`src/srl_pkg.sv`:
```
`timescale 1ns / 1ps
// ----------------------------------------------------------------------------
// srl_pkg
// Shared types and constants of the shell redirection lexer.
// ----------------------------------------------------------------------------
package srl_pkg;

    // Lexer modes.
    localparam logic [3:0] M_NORMAL   = 4'd0;
    localparam logic [3:0] M_CMD_DQ   = 4'd1;
    localparam logic [3:0] M_CMD_SQ   = 4'd2;
    localparam logic [3:0] M_AFTER_LT = 4'd3;
    localparam logic [3:0] M_AFTER_GT = 4'd4;
    localparam logic [3:0] M_SKIP     = 4'd5;
    localparam logic [3:0] M_TARGET   = 4'd6;
    localparam logic [3:0] M_TGT_SQ   = 4'd7;
    localparam logic [3:0] M_TGT_DQ   = 4'd8;

    // Redirect kinds.
    localparam logic [1:0] K_INPUT   = 2'd0;
    localparam logic [1:0] K_HEREDOC = 2'd1;
    localparam logic [1:0] K_OUTPUT  = 2'd2;
    localparam logic [1:0] K_APPEND  = 2'd3;

    // Characters of interest.
    localparam logic [7:0] CH_DQ = 8'h22;
    localparam logic [7:0] CH_SQ = 8'h27;
    localparam logic [7:0] CH_LT = 8'h3C;
    localparam logic [7:0] CH_GT = 8'h3E;
    localparam logic [7:0] CH_SP = 8'h20;

    typedef struct packed {
        logic [7:0] char_out;
        logic       char_present;
        logic       char_kind;
        logic       target_closed;
        logic [1:0] redirect_kind;
        logic       line_done;
    } t_result;

endpackage

```
`src/srl_lex_core.sv`:
```
`timescale 1ns / 1ps
// ----------------------------------------------------------------------------
// srl_lex_core
// Mode register and the per-byte classification logic of the lexer.
// ----------------------------------------------------------------------------
module srl_lex_core import srl_pkg::*; (
    input  logic       i_clk,
    input  logic       i_rst_n,
    input  logic       i_accept,
    input  logic [7:0] i_char,
    input  logic       i_last,
    output logic       o_emit,
    output t_result    o_result
);

    logic [3:0] r_mode, n_mode;
    logic [1:0] r_pkind, n_pkind;
    logic       r_topen, n_topen;

    always_comb begin
        logic [3:0] mode;
        logic [1:0] pk;
        logic       topen;
        logic       dropped;
        logic       dbl;
        logic       present;
        logic       kind;
        logic       closed;
        logic [1:0] rkind;

        mode    = r_mode;
        pk      = r_pkind;
        topen   = r_topen;
        dropped = 1'b0;
        dbl     = 1'b0;
        present = 1'b0;
        kind    = 1'b0;
        closed  = 1'b0;
        rkind   = K_INPUT;

        // Second byte of an operator decides its kind.
        if (mode == M_AFTER_LT || mode == M_AFTER_GT) begin
            if (mode == M_AFTER_LT) begin
                dbl = (i_char == CH_LT);
                pk  = dbl ? K_HEREDOC : K_INPUT;
            end else begin
                dbl = (i_char == CH_GT);
                pk  = dbl ? K_APPEND : K_OUTPUT;
            end
            mode    = M_SKIP;
            dropped = dbl;
        end
        if (!dropped && mode == M_SKIP) begin
            if (i_char == CH_SP) begin
                dropped = 1'b1;
            end else begin
                mode = M_TARGET;
            end
        end

        if (!dropped) begin
            case (mode)
                M_CMD_DQ: begin
                    present = 1'b1;
                    if (i_char == CH_DQ) mode = M_NORMAL;
                end
                M_CMD_SQ: begin
                    present = 1'b1;
                    if (i_char == CH_SQ) mode = M_NORMAL;
                end
                M_TARGET: begin
                    present = 1'b1;
                    rkind   = pk;
                    if (i_char == CH_SP) begin
                        closed = 1'b1;
                        topen  = 1'b0;
                        mode   = M_NORMAL;
                    end else begin
                        kind = 1'b1;
                        if (i_char == CH_SQ) begin
                            mode = M_TGT_SQ;
                        end else if (i_char == CH_DQ) begin
                            mode = M_TGT_DQ;
                        end
                    end
                end
                M_TGT_SQ: begin
                    present = 1'b1;
                    kind    = 1'b1;
                    rkind   = pk;
                    if (i_char == CH_SQ) mode = M_TARGET;
                end
                M_TGT_DQ: begin
                    present = 1'b1;
                    kind    = 1'b1;
                    rkind   = pk;
                    if (i_char == CH_DQ) mode = M_TARGET;
                end
                default: begin
                    // Normal text, and any mode code without a meaning.
                    if (i_char == CH_LT || i_char == CH_GT) begin
                        mode  = (i_char == CH_LT) ? M_AFTER_LT : M_AFTER_GT;
                        pk    = (i_char == CH_LT) ? K_INPUT : K_OUTPUT;
                        topen = 1'b1;
                    end else begin
                        present = 1'b1;
                        if (i_char == CH_DQ) begin
                            mode = M_CMD_DQ;
                        end else if (i_char == CH_SQ) begin
                            mode = M_CMD_SQ;
                        end else begin
                            mode = M_NORMAL;
                        end
                    end
                end
            endcase
        end

        // The end of the line closes any open target, even an empty one.
        if (i_last && topen) begin
            closed = 1'b1;
            rkind  = pk;
        end

        o_emit                 = present || i_last;
        o_result.char_out      = present ? i_char : 8'd0;
        o_result.char_present  = present;
        o_result.char_kind     = present ? kind : 1'b0;
        o_result.target_closed = closed;
        o_result.redirect_kind = rkind;
        o_result.line_done     = i_last;

        if (i_last) begin
            n_mode  = M_NORMAL;
            n_pkind = K_INPUT;
            n_topen = 1'b0;
        end else begin
            n_mode  = mode;
            n_pkind = pk;
            n_topen = topen;
        end
    end

    always_ff @(posedge i_clk) begin
        if (!i_rst_n) begin
            r_mode  <= M_NORMAL;
            r_pkind <= K_INPUT;
            r_topen <= 1'b0;
        end else if (i_accept) begin
            r_mode  <= n_mode;
            r_pkind <= n_pkind;
            r_topen <= n_topen;
        end
    end

endmodule

```
`src/srl_out_fifo.sv`:
```
`timescale 1ns / 1ps
// ----------------------------------------------------------------------------
// srl_out_fifo
// Two-entry result buffer that decouples the lexer from a stalling receiver.
// ----------------------------------------------------------------------------
module srl_out_fifo import srl_pkg::*; (
    input  logic    i_clk,
    input  logic    i_rst_n,
    input  logic    i_push,
    input  t_result i_data,
    output logic    o_ready,
    output logic    o_valid,
    input  logic    i_pop_ready,
    output t_result o_data
);

    t_result    r_mem [2];
    logic       r_wr_ptr, r_rd_ptr;
    logic [1:0] r_count;
    logic       w_pop;

    assign o_ready = (r_count != 2'd2);
    assign o_valid = (r_count != 2'd0);
    assign o_data  = r_mem[r_rd_ptr];
    assign w_pop   = o_valid && i_pop_ready;

    always_ff @(posedge i_clk) begin
        if (i_push) begin
            r_mem[r_wr_ptr] <= i_data;
        end
    end

    always_ff @(posedge i_clk) begin
        if (!i_rst_n) begin
            r_wr_ptr <= 1'b0;
            r_rd_ptr <= 1'b0;
            r_count  <= 2'd0;
        end else begin
            if (i_push) r_wr_ptr <= ~r_wr_ptr;
            if (w_pop)  r_rd_ptr <= ~r_rd_ptr;
            case ({i_push, w_pop})
                2'b10:   r_count <= r_count + 2'd1;
                2'b01:   r_count <= r_count - 2'd1;
                default: r_count <= r_count;
            endcase
        end
    end

    a_count_bound: assert property (@(posedge i_clk) disable iff (!i_rst_n)
        r_count <= 2'd2)
        else $error("result buffer count out of range");

    a_no_push_full: assert property (@(posedge i_clk) disable iff (!i_rst_n)
        (r_count == 2'd2) |-> !i_push)
        else $error("result pushed into a full buffer");

    a_push_grows: assert property (@(posedge i_clk) disable iff (!i_rst_n)
        (i_push && !w_pop) |=> (r_count == $past(r_count) + 2'd1))
        else $error("result buffer count did not grow on push");

    a_pop_shrinks: assert property (@(posedge i_clk) disable iff (!i_rst_n)
        (!i_push && w_pop) |=> (r_count == $past(r_count) - 2'd1))
        else $error("result buffer count did not shrink on pop");

endmodule

```
`src/shell_redirect_lexer.sv`:
```
`timescale 1ns / 1ps
// ----------------------------------------------------------------------------
// shell_redirect_lexer
// Splits a command line into command bytes and redirection target bytes.
// ----------------------------------------------------------------------------
// Usage:
//   The slave channel takes one byte of the command line per transaction,
//   with tlast marking the final byte of a line. The master channel returns
//   at most one result per byte: the byte itself in tdata, and its flags and
//   redirect kind in tuser. Operator bytes and the spaces after an operator
//   give no result, except that the last byte of a line always gives one,
//   flagged with tlast.
//   Each byte is classified in the cycle it is accepted, against a small mode
//   register; the result is registered in the result buffer before it reaches
//   the master side. One byte can be accepted every cycle while the result
//   buffer has room.
//   A two-entry result buffer sits between the lexer and the master port, so
//   the slave side keeps accepting while one result waits; tready drops only
//   when both entries are held by a stalled receiver.
//   Reset clears the mode to normal text and empties the result buffer.
// ----------------------------------------------------------------------------
module shell_redirect_lexer import srl_pkg::*; (
    input  logic       i_clk,
    input  logic       i_rst_n,
    input  logic       i_s_axis_tvalid,
    output logic       o_s_axis_tready,
    input  logic [7:0] i_s_axis_tdata,   // [7:0] char_in
    input  logic       i_s_axis_tlast,
    output logic       o_m_axis_tvalid,
    input  logic       i_m_axis_tready,
    output logic [7:0] o_m_axis_tdata,   // [7:0] char_out
    output logic [4:0] o_m_axis_tuser,   // [0] char_present, [1] char_kind,
                                         // [2] target_closed, [4:3] redirect_kind
    output logic       o_m_axis_tlast
);

    logic    w_accept;
    logic    w_emit;
    t_result w_result;
    t_result w_out;

    assign w_accept = i_s_axis_tvalid && o_s_axis_tready;

    srl_lex_core u_core (
        .i_clk    (i_clk),
        .i_rst_n  (i_rst_n),
        .i_accept (w_accept),
        .i_char   (i_s_axis_tdata),
        .i_last   (i_s_axis_tlast),
        .o_emit   (w_emit),
        .o_result (w_result)
    );

    srl_out_fifo u_fifo (
        .i_clk       (i_clk),
        .i_rst_n     (i_rst_n),
        .i_push      (w_accept && w_emit),
        .i_data      (w_result),
        .o_ready     (o_s_axis_tready),
        .o_valid     (o_m_axis_tvalid),
        .i_pop_ready (i_m_axis_tready),
        .o_data      (w_out)
    );

    assign o_m_axis_tdata = w_out.char_out;
    assign o_m_axis_tuser = {w_out.redirect_kind, w_out.target_closed,
                             w_out.char_kind, w_out.char_present};
    assign o_m_axis_tlast = w_out.line_done;

endmodule

```
`config.mk`:
```
export PLATFORM = sky130hd
export DESIGN_NAME = shell_redirect_lexer
export DESIGN_NICKNAME = d
export VERILOG_FILES = /design/src/srl_pkg.sv /design/src/srl_lex_core.sv /design/src/srl_out_fifo.sv /design/src/shell_redirect_lexer.sv
export SDC_FILE = /design/constraint.sdc
export NUM_CORES = 1
export LEC_CHECK = 0
export BUFFER_PORTS_ARGS = -buffer_cell sky130_fd_sc_hd__buf_4
export CORE_MARGIN = 2
export CORE_UTILIZATION = 40
export CTS_BUF_LIST = sky130_fd_sc_hd__clkbuf_4
export DETAILED_ROUTE_END_ITERATION = 10
export GPL_ROUTABILITY_DRIVEN = 0
export PLACE_DENSITY = 0.6
export SYNTH_ARGS = -nofsm -noshare
export SYNTH_HDL_FRONTEND = slang
export SYNTH_HIERARCHICAL = 1
export SYNTH_SLANG_ARGS = --single-unit
```
`constraint.sdc`:
```
create_clock -name i_clk -period 3.9 [get_ports i_clk]
set_input_delay 0.195 -clock i_clk [delete_from_list [all_inputs] [get_ports i_clk]]
set_output_delay 0.195 -clock i_clk [all_outputs]
set_load 0.05 [all_outputs]
```
**Word level (Yosys, flattened, before mapping)**

Memories as Yosys holds them, arrays and structs flattened. A register that Yosys moved wholly into a read port is not among the register bits.
Index checks and enable logic that the tools add are counted.

- Bits in registers: 11
- RAM bits: 28
- Bits of input ports: 13
- Memories: 1

- $add $sub $neg: 2
- Equality and inequality tests: 16
- Mux-type cells: 55
- Bitwise gates (word level): 2
- Reductions and logical operators: 15

Memory list:

| memory | words | bits a word | rd ports | clocked after memory_dff | wr ports | line | text |
|---|---|---|---|---|---|---|---|
| u_fifo.r_mem | 2 | 14 | 1 | 1 | 1 | srl_out_fifo.sv:17 | `t_result r_mem [2];` |

Operators by type and width:

| cell | count |
|---|---|
| two-way mux 4 bit | 14 |
| equality test 8 x 6 -> 1 bit (second input constant) | 5 |
| two-way mux 1 bit | 24 |
| two-way mux 2 bit | 11 |
| case mux 4 bit (5 select lines) | 1 |
| equality test 4 x 3 -> 1 bit (second input constant) | 4 |
| equality test 4 x 2 -> 1 bit (second input constant) | 2 |
| two-way mux 8 bit | 1 |
| logical AND 1 bit | 5 |
| OR reduction 5 bit | 1 |
| equality test 4 x 1 -> 1 bit (second input constant) | 1 |
| equality test 4 bit (second input constant) | 1 |
| case mux 1 bit (2 select lines) | 2 |
| case mux 2 bit (2 select lines) | 1 |
| nonzero test 2 bit | 2 |
| OR reduction 4 bit | 1 |
| logical OR 1 bit | 3 |
| two-way mux 3 bit | 1 |
| OR reduction 3 bit | 1 |
| adder 2 x 1 -> 2 bit (second input constant) | 1 |
| equality test 2 x 1 -> 1 bit (second input constant) | 1 |
| equality test 2 bit (second input constant) | 1 |
| != test 2 bit (second input constant) | 1 |
| inverter 1 bit | 2 |
| 3 further kinds | 3 |

**Depth between registers and ports, before layout**

Gate-level depths: netlist (run 1).

- Word-level depth: 14
- Gate-level depth with buffers: 14

**Modules after synthesis**

The synthesis (run 1) kept the hierarchy.

By module, submodules not included:

| module | times used | cells an instance | area an instance (um2) | sequential area each (um2) |
|---|---|---|---|---|
| srl_out_fifo | 1 | 66 | 1228.7 | 940.9 |
| srl_lex_core | 1 | 158 | 1072.3 | 140.1 |
| shell_redirect_lexer | 1 | 2 | 12.5 | 0.0 |

**Worst setup path after synthesis (run 1)**

OpenSTA, ideal clock, no wires.

- Kind: register to register
- Start point: register u_core.r_mode[0]
- End point: memory u_fifo/r_mem[0][0] (netlist bit), enable pin
- Setup time: 386 ps
- Arrival: 2491 ps
- Required time: 3514 ps
- Setup slack: 1023 ps
- Cell stages (with the launch flop): 11
- Clock period less this slack: 2877 ps
- Path through: dfxtp_1 > clkbuf_1 > and4bb_1 > o211ai_2 > nand2_1 > a22o_1 > a32oi_2 > or2_1 > and3_1 > inv_1 > nor2_1

RTL lines:

| element | line | text |
|---|---|---|
| start, declared | srl_lex_core.sv:16 | `logic [3:0] r_mode, n_mode;` |
| start signal, assigned | srl_lex_core.sv:150 | `r_mode <= n_mode;` |
| end, declared | srl_out_fifo.sv:17 |  |

==> results of run 1 <==
-- final timing paths --
check	end	slack [ns]	cells after the start
worst min register to register	u_core/r_pkind[1]	0.48	2
worst max-delay path	u_fifo/r_count[1]	0.78	11
worst max register to register	u_fifo/r_count[1]	0.78	11
worst min-delay path	u_fifo/r_mem[0][12]	0.06	1
-- Yosys cell counts, types with 2 or more instances --
cell type,number,share of area [%]
edfxtp_1,28,36
nand2_1,14,2.3
a21oi_1,13,2.8
dfxtp_1,12,10
nor2_1,12,1.9
clkbuf_1,10,1.6
mux2_1,10,4.9
o21ai_1,9,1.9
and2_1,8,2.2
inv_1,8,1.3
o21ai_0,7,1.5
a31oi_1,5,1.4
nor3_1,5,1.1
buf_2,4,0.87
mux2_2,4,1.9
nor2b_1,4,1.1
o21a_1,4,1.3
and3_1,3,0.81
nand2b_1,3,0.81
nand3_1,3,0.65
or3_1,3,0.81
xnor2_1,3,1.1
a22o_1,2,0.76
a32oi_1,2,0.76
inv_2,2,0.32
nand4_1,2,0.54
nor3b_1,2,0.65
o2bb2ai_1,2,0.76
o31a_1,2,0.76
o32ai_1,2,0.76
or2_1,2,0.54
or3b_1,2,0.76
-- registers in the layout (all words and copies together) (netlist names), named ones only --
signal / cells
u_core/r_mode: 4
u_core/r_pkind: 2
u_fifo/r_rd_ptr: 1
u_fifo/r_count: 2
u_fifo/r_wr_ptr: 1
u_core/r_topen: 1
u_fifo/r_mem: 28
-- stage by stage --
stage / cell area, sq um / power [mW] / utilization (%) / instances / hold slack (ns)
final: 2648 / 1.366 / 47.79 / 321 / 0.06219
after global routing: 2648 / 1.435 / 47.79 / 321 / 0.03190
after CTS: 2648 / 1.385 / 47.79 / 321 / 0.04811
after detailed placement: 2564 / 1.095 / 46.27 / 313 / 0.4160
after global placement: 2564 / 1.093 / 46.27 / 313 / 0.4175
after floorplan: 2313 / 0.9492 / - / 226 / 0.3125
-- critical path, cell delays in order (launching register included) --
cell and delay [ns]:
dfxtp_1 0.49, and4bb_1 0.33, o211ai_2 0.28, nand2_1 0.12
a22o_1 0.20, a32oi_2 0.40, or2_1 0.16, and3_1 0.19
inv_1 0.06, ha_1 0.32, or3_1 0.36, a21boi_1 0.14
-- power by group through the flow --
stage	combinational (mW)	sequential [mW]	clock [mW]
3_5_place_dp	0.521	0.574	0
3_3_place_gp	0.521	0.573	0
4_1_cts	0.523	0.564	0.297
5_1_grt	0.550	0.571	0.314
6_report	0.518	0.562	0.286
2_1_floorplan	0.399	0.550	0
-- final cells by class --
class                   count  area share, %
clock inverters             3          1.749
multi-input cells         159          42.11
flip-flops and latches     40          40.83
inverters                  10          1.418
repair buffers             32          9.074
clock buffers               5          1.418
well taps                  72          3.403
-- routing by layer --
layer	vias up	wire length [um]	global-route usage [%]
li1	888	-	-
met1	883	2354	22.97
met2	69	2399	26.75
met3	6	367	4.045
met4	0	70	5.254
met5	-	0	0
-- kinds of logic (layout without fill, tap and decap cells) --
logic type / count (synthesis) / in the layout
simple gates: 75 / 75
compound gates: 66 / 66
flops: 40 / 40
buf+inv: 27 / 50
mux: 14 / 14
xor+xnor: 3 / 3
fa+ha+maj: 1 / 1
==> impl_metrics.env, run 1 <==
export IMPL_ys_ff_latch=40
export IMPL_postRouteAntennaNets=0
export IMPL_setup_viol=0
export IMPL_routed_via_density=5.751
export IMPL_hold_class="primary input to flop"
export IMPL_grt_max_degree=22
export IMPL_critical_path_required_ns=4.19
export IMPL_drt_iter0_markers=138
export IMPL_regArea_sq_mm=0.001081
export IMPL_synthAdderAreaFrac_pct=0.5408
export IMPL_cts_setup_buffers=0
export IMPL_cp_end_kind="flop"
export IMPL_seq_area_frac_synth_pct=46.73
export IMPL_cts_buffer_depth=2
export IMPL_die_w_um=80.05
export IMPL_synth_top_family_by_area="compound AO/OA/AOI/OAI gates"
export IMPL_cts_root_buffer="clkbuf_4"
export IMPL_dieArea_sq_mm=0.006408
export IMPL_boundaryPins=29
export IMPL_synth_area_per_cell_sq_um=10.24
export IMPL_most_common_layout_cells="32 x buf_4, 28 x edfxtp_1, 14 x nand2_1, 13 x a21oi_1"
export IMPL_syn_to_final_growth_pct=14.44
export IMPL_skew_ns=0.02015
export IMPL_grt_pass1_vias=1733
export IMPL_wl_per_cell_um=16.17
export IMPL_fill_cells=556
export IMPL_crit_type="flop to flop"
export IMPL_finalCritPeriodShare_pct=80.08
export IMPL_yosys_area_share_simple_pct=19.31
export IMPL_tightestPinTransition_ns=0.6321
export IMPL_start_kind="flop"
export IMPL_antennaDiodeCount=0
export IMPL_layout_nets=262
export IMPL_crit_fanout=15
export IMPL_synth_area_sq_mm=0.002313
export IMPL_worst_slack_ns=0.7768
export IMPL_synth_edf_count=28
export IMPL_synthXorXnorAreaFrac_pct=1.136
export IMPL_hold_viol_final=0
export IMPL_cts_clk_slew_worst_paths_ns=0.15
export IMPL_ir_worst_vdd_mv=0.2165
export IMPL_clk_latency_ns=0.36
export IMPL_core_area_sq_mm=0.005540
export IMPL_synth_flop_cell="edfxtp_1"
export IMPL_p_seq_share_pct=41.1
export IMPL_drive_above_1_share_pct=22.89
export IMPL_timing_max_cap_violations=0
export IMPL_placement_io_buffers=28
export IMPL_multi_input_area_sq_mm=0.001115
export IMPL_layout_commonest_cell="buf_4"
export IMPL_dpl_hpwl_um=3627
export IMPL_leakage_nw=0.9355
export IMPL_clockPowerShare_pct=21.0
export IMPL_setup_tns_ns=0
export IMPL_grt_util_all_layers_pct=16.94
export IMPL_cts_tree="done"
export IMPL_status="finished, final reports clean"
export IMPL_firstDrtPassIters=4
export IMPL_ctsResizeCount=0
export IMPL_power_density_mw_per_mm2=516.1
export IMPL_drt_wl_total_um=5192
export IMPL_synthCells=226
export IMPL_synth_distinct_cells=66
export IMPL_synth_nets=240
export IMPL_swShare_pct=38.71
export IMPL_ctsHtreeMaxLevel=2
export IMPL_initial_core_util_pct=41.76
export IMPL_cp_arrival_ns=3.42
export IMPL_clock_sinks=40
export IMPL_synth_compound_area_share_pct=20.39
export IMPL_overflow=0
export IMPL_final_max_slew_violation_count=0
export IMPL_numCtsBuffers=5
export IMPL_ys_warnings_count=6
export IMPL_dr_total_vias=1846
export IMPL_rsz0062_at_grt="false"
export IMPL_clock_fmax_mhz=320.2
export IMPL_hp_start="i_s_axis_tdata[6]"
export IMPL_min_period_ns=3.123
export IMPL_rr_startpoint="u_core/r_mode[1]"
export IMPL_cp_startpoint="u_core/r_mode[1]"
export IMPL_num_rows=27
export IMPL_relSlewSlack_pct=57.86
export IMPL_drc=0
export IMPL_synthArstFlopShare_pct=0
export IMPL_cts_hold_fix_buffers=0
export IMPL_switchingPower_mw=0.5290
export IMPL_antenna_found_initial=0
export IMPL_synth_mux_area_share_pct=6.814
export IMPL_pwr_share_comb_pct=37.9
export IMPL_grt_first_pass_wirelength_um=8390
export IMPL_p_int_mw=0.8375
export IMPL_die_h_um=80.05
export IMPL_place_ws_ns=0.8641
(Power assumes the default switching activity.)
==> run 2, diff against run 1 <==
--- a/config.mk
+++ b/config.mk
@@ -11,7 +11,7 @@
 export CTS_BUF_LIST = sky130_fd_sc_hd__clkbuf_4
 export DETAILED_ROUTE_END_ITERATION = 10
 export GPL_ROUTABILITY_DRIVEN = 0
-export PLACE_DENSITY = 0.6
+export PLACE_DENSITY = 0.62
 export SYNTH_ARGS = -nofsm -noshare
 export SYNTH_HDL_FRONTEND = slang
 export SYNTH_HIERARCHICAL = 1
==> constraint.sdc (replaced) <==
create_clock -name i_clk -period 2.7 [get_ports i_clk]
set_input_delay 0.135 -clock i_clk [delete_from_list [all_inputs] [get_ports i_clk]]
set_output_delay 0.135 -clock i_clk [all_outputs]
set_load 0.05 [all_outputs]
==> run 2 against run 1 <==
Compared with the run above:
- sequential power increased by 45%
- clock power increased by 43%
- design area increased by 4.8%
- highest routed layer unchanged
==> impl_metrics.env, run 2 (same netlist as run 1, synthesis figures left out) <==
export IMPL_status="finished, final reports clean"
export IMPL_largestRegisters="u_fifo/r_mem x28, u_core/r_mode x4"
export IMPL_syn_to_final_growth_pct=19.90
export IMPL_fill_cells=536
export IMPL_cp_startpoint="i_s_axis_tdata[7]"
export IMPL_antennaDiodeCount=0
export IMPL_grt_pass1_vias=1809
export IMPL_leakage_nw=1.002
export IMPL_tightestPinTransition_ns=0.6505
export IMPL_start_kind="primary input"
export IMPL_rr_worst_depth=11
export IMPL_die_w_um=80.05
export IMPL_antenna_found_initial=0
export IMPL_clock_fmax_mhz=384.0
export IMPL_cp_arrival_ns=2.90
export IMPL_finalCritPeriodShare_pct=96.46
export IMPL_wl_per_cell_um=15.68
export IMPL_hold_viol_final=0
export IMPL_cts_clk_slew_worst_paths_ns=0.13
export IMPL_crit_type="primary input to flop"
export IMPL_setup_tns_ns=0
export IMPL_overflow=0
export IMPL_most_common_layout_cells="42 x buf_4, 28 x edfxtp_1, 14 x nand2_1, 13 x a21oi_1"
export IMPL_grt_util_all_layers_pct=17.45
export IMPL_die_h_um=80.05
export IMPL_timing_max_cap_violations=0
export IMPL_hold_class="primary input to flop"
export IMPL_dpl_hpwl_um=3871
export IMPL_crit_fanout=4
export IMPL_grt_max_degree=22
export IMPL_placement_io_buffers=28
export IMPL_hold_worst_slack_ns=0.03831
export IMPL_hp_start="i_rst_n"
export IMPL_firstDrtPassIters=4
export IMPL_boundaryPins=29
export IMPL_postRouteAntennaNets=0
export IMPL_final_max_slew_violation_count=0
export IMPL_cts_buffer_depth=2
export IMPL_drive_above_1_share_pct=27.48
export IMPL_core_area_sq_mm=0.005540
export IMPL_cts_root_buffer="clkbuf_4"
export IMPL_critical_path_required_ns=2.99
export IMPL_clock_sinks=40
export IMPL_dr_total_vias=1866
export IMPL_num_rows=27
export IMPL_layout_nets=275
export IMPL_clk_latency_ns=0.35
export IMPL_drc=0
export IMPL_largest_register_ffs=28
export IMPL_ir_worst_vdd_mv=0.3698
export IMPL_relSlewSlack_pct=56.57
export IMPL_initial_core_util_pct=41.76
export IMPL_cp_end_kind="flop"
export IMPL_ctsHtreeMaxLevel=2
export IMPL_power_density_mw_per_mm2=717.3
export IMPL_numCtsBuffers=5
export IMPL_cts_tree="done"
export IMPL_layout_commonest_cell="buf_4"
export IMPL_rsz0062_at_grt="true"
export IMPL_top_register="u_fifo/r_mem"
export IMPL_hold_depth=2
export IMPL_dieArea_sq_mm=0.006408
export IMPL_power_mw=1.990
export IMPL_min_period_ns=2.604
export IMPL_rr_startpoint="u_core/r_mode[2]"
export IMPL_cts_setup_buffers=0
export IMPL_drt_wl_total_um=5238
export IMPL_skew_ns=0.009125
export IMPL_grt_first_pass_wirelength_um=8714
export IMPL_drt_iter0_markers=126
export IMPL_routed_via_density=5.587
export IMPL_setup_viol=0
## run 2: report_power, final
part / internal (mW) / switching [mW] / leakage [nW] / total, mW
Sequential: 0.749 / 0.0642 / 0.358 / 0.813
Combinational: 0.279 / 0.490 / 0.602 / 0.769
Clock: 0.198 / 0.210 / 0.0418 / 0.408
Total: 1.23 / 0.764 / 1.00 / 1.99
## run 2: area by class of cell
cell class / instances / area [sq um] / share of cell area (%)
Timing Repair Buffer: 45 / 355.3 / 12.81
Clock inverter: 3 / 46.29 / 1.669
Tap cell: 72 / 90.09 / 3.248
Sequential cell: 40 / 1082 / 39.02
Inverter: 10 / 37.54 / 1.353
Clock buffer: 5 / 37.54 / 1.353
Multi-Input combinational cell: 159 / 1125 / 40.55
## run 2: repair_timing
action	in CTS	in global routing
setup endpoints to repair	0	15
gates resized for setup	0	4
hold buffers	2	0
endpoints found under the hold margin	4	0
## run 2: critical path: stages
cell           delay (ns)
dlygate4sd3_1        0.54
buf_4                0.15
or3b_1               0.43
nor2_1               0.21
a32oi_2              0.15
or2_1                0.23
and3_1               0.20
inv_1                0.09
ha_1                 0.26
or3_1                0.35
a21boi_1             0.14
## run 2: routing by layer
metal	routed length [um]	vias to the layer above	global-route usage [%]	share of wire [%]
met1	2427	887	22.62	46
met4	59	0	5.085	1.1
met5	0	-	0	0
li1	-	918	-	-
met3	219	6	3.258	4.2
met2	2532	55	29.58	48
## run 2: path summary, 6_finish.rpt
check	end	slack [ns]
max	u_fifo/r_count[1]	0.1
min	u_fifo/r_wr_ptr	0.04
max reg2reg	u_fifo/r_count[1]	0.11
min reg2reg	u_core/r_pkind[1]	0.48
## run 2: per-stage QoR
stage | util, % | std cells | area [sq um] | setup WS, ns
final | 50.07 | 334 | 2774 | 0.09567
after global routing | 50.07 | 334 | 2774 | -0.01285
after CTS | 49.91 | 334 | 2765 | 0.03588
after detailed placement | 48.04 | 324 | 2661 | 0.01186
after global placement | 48.04 | 324 | 2661 | 0.08359
after floorplan | - | 226 | 2316 | 0.006679
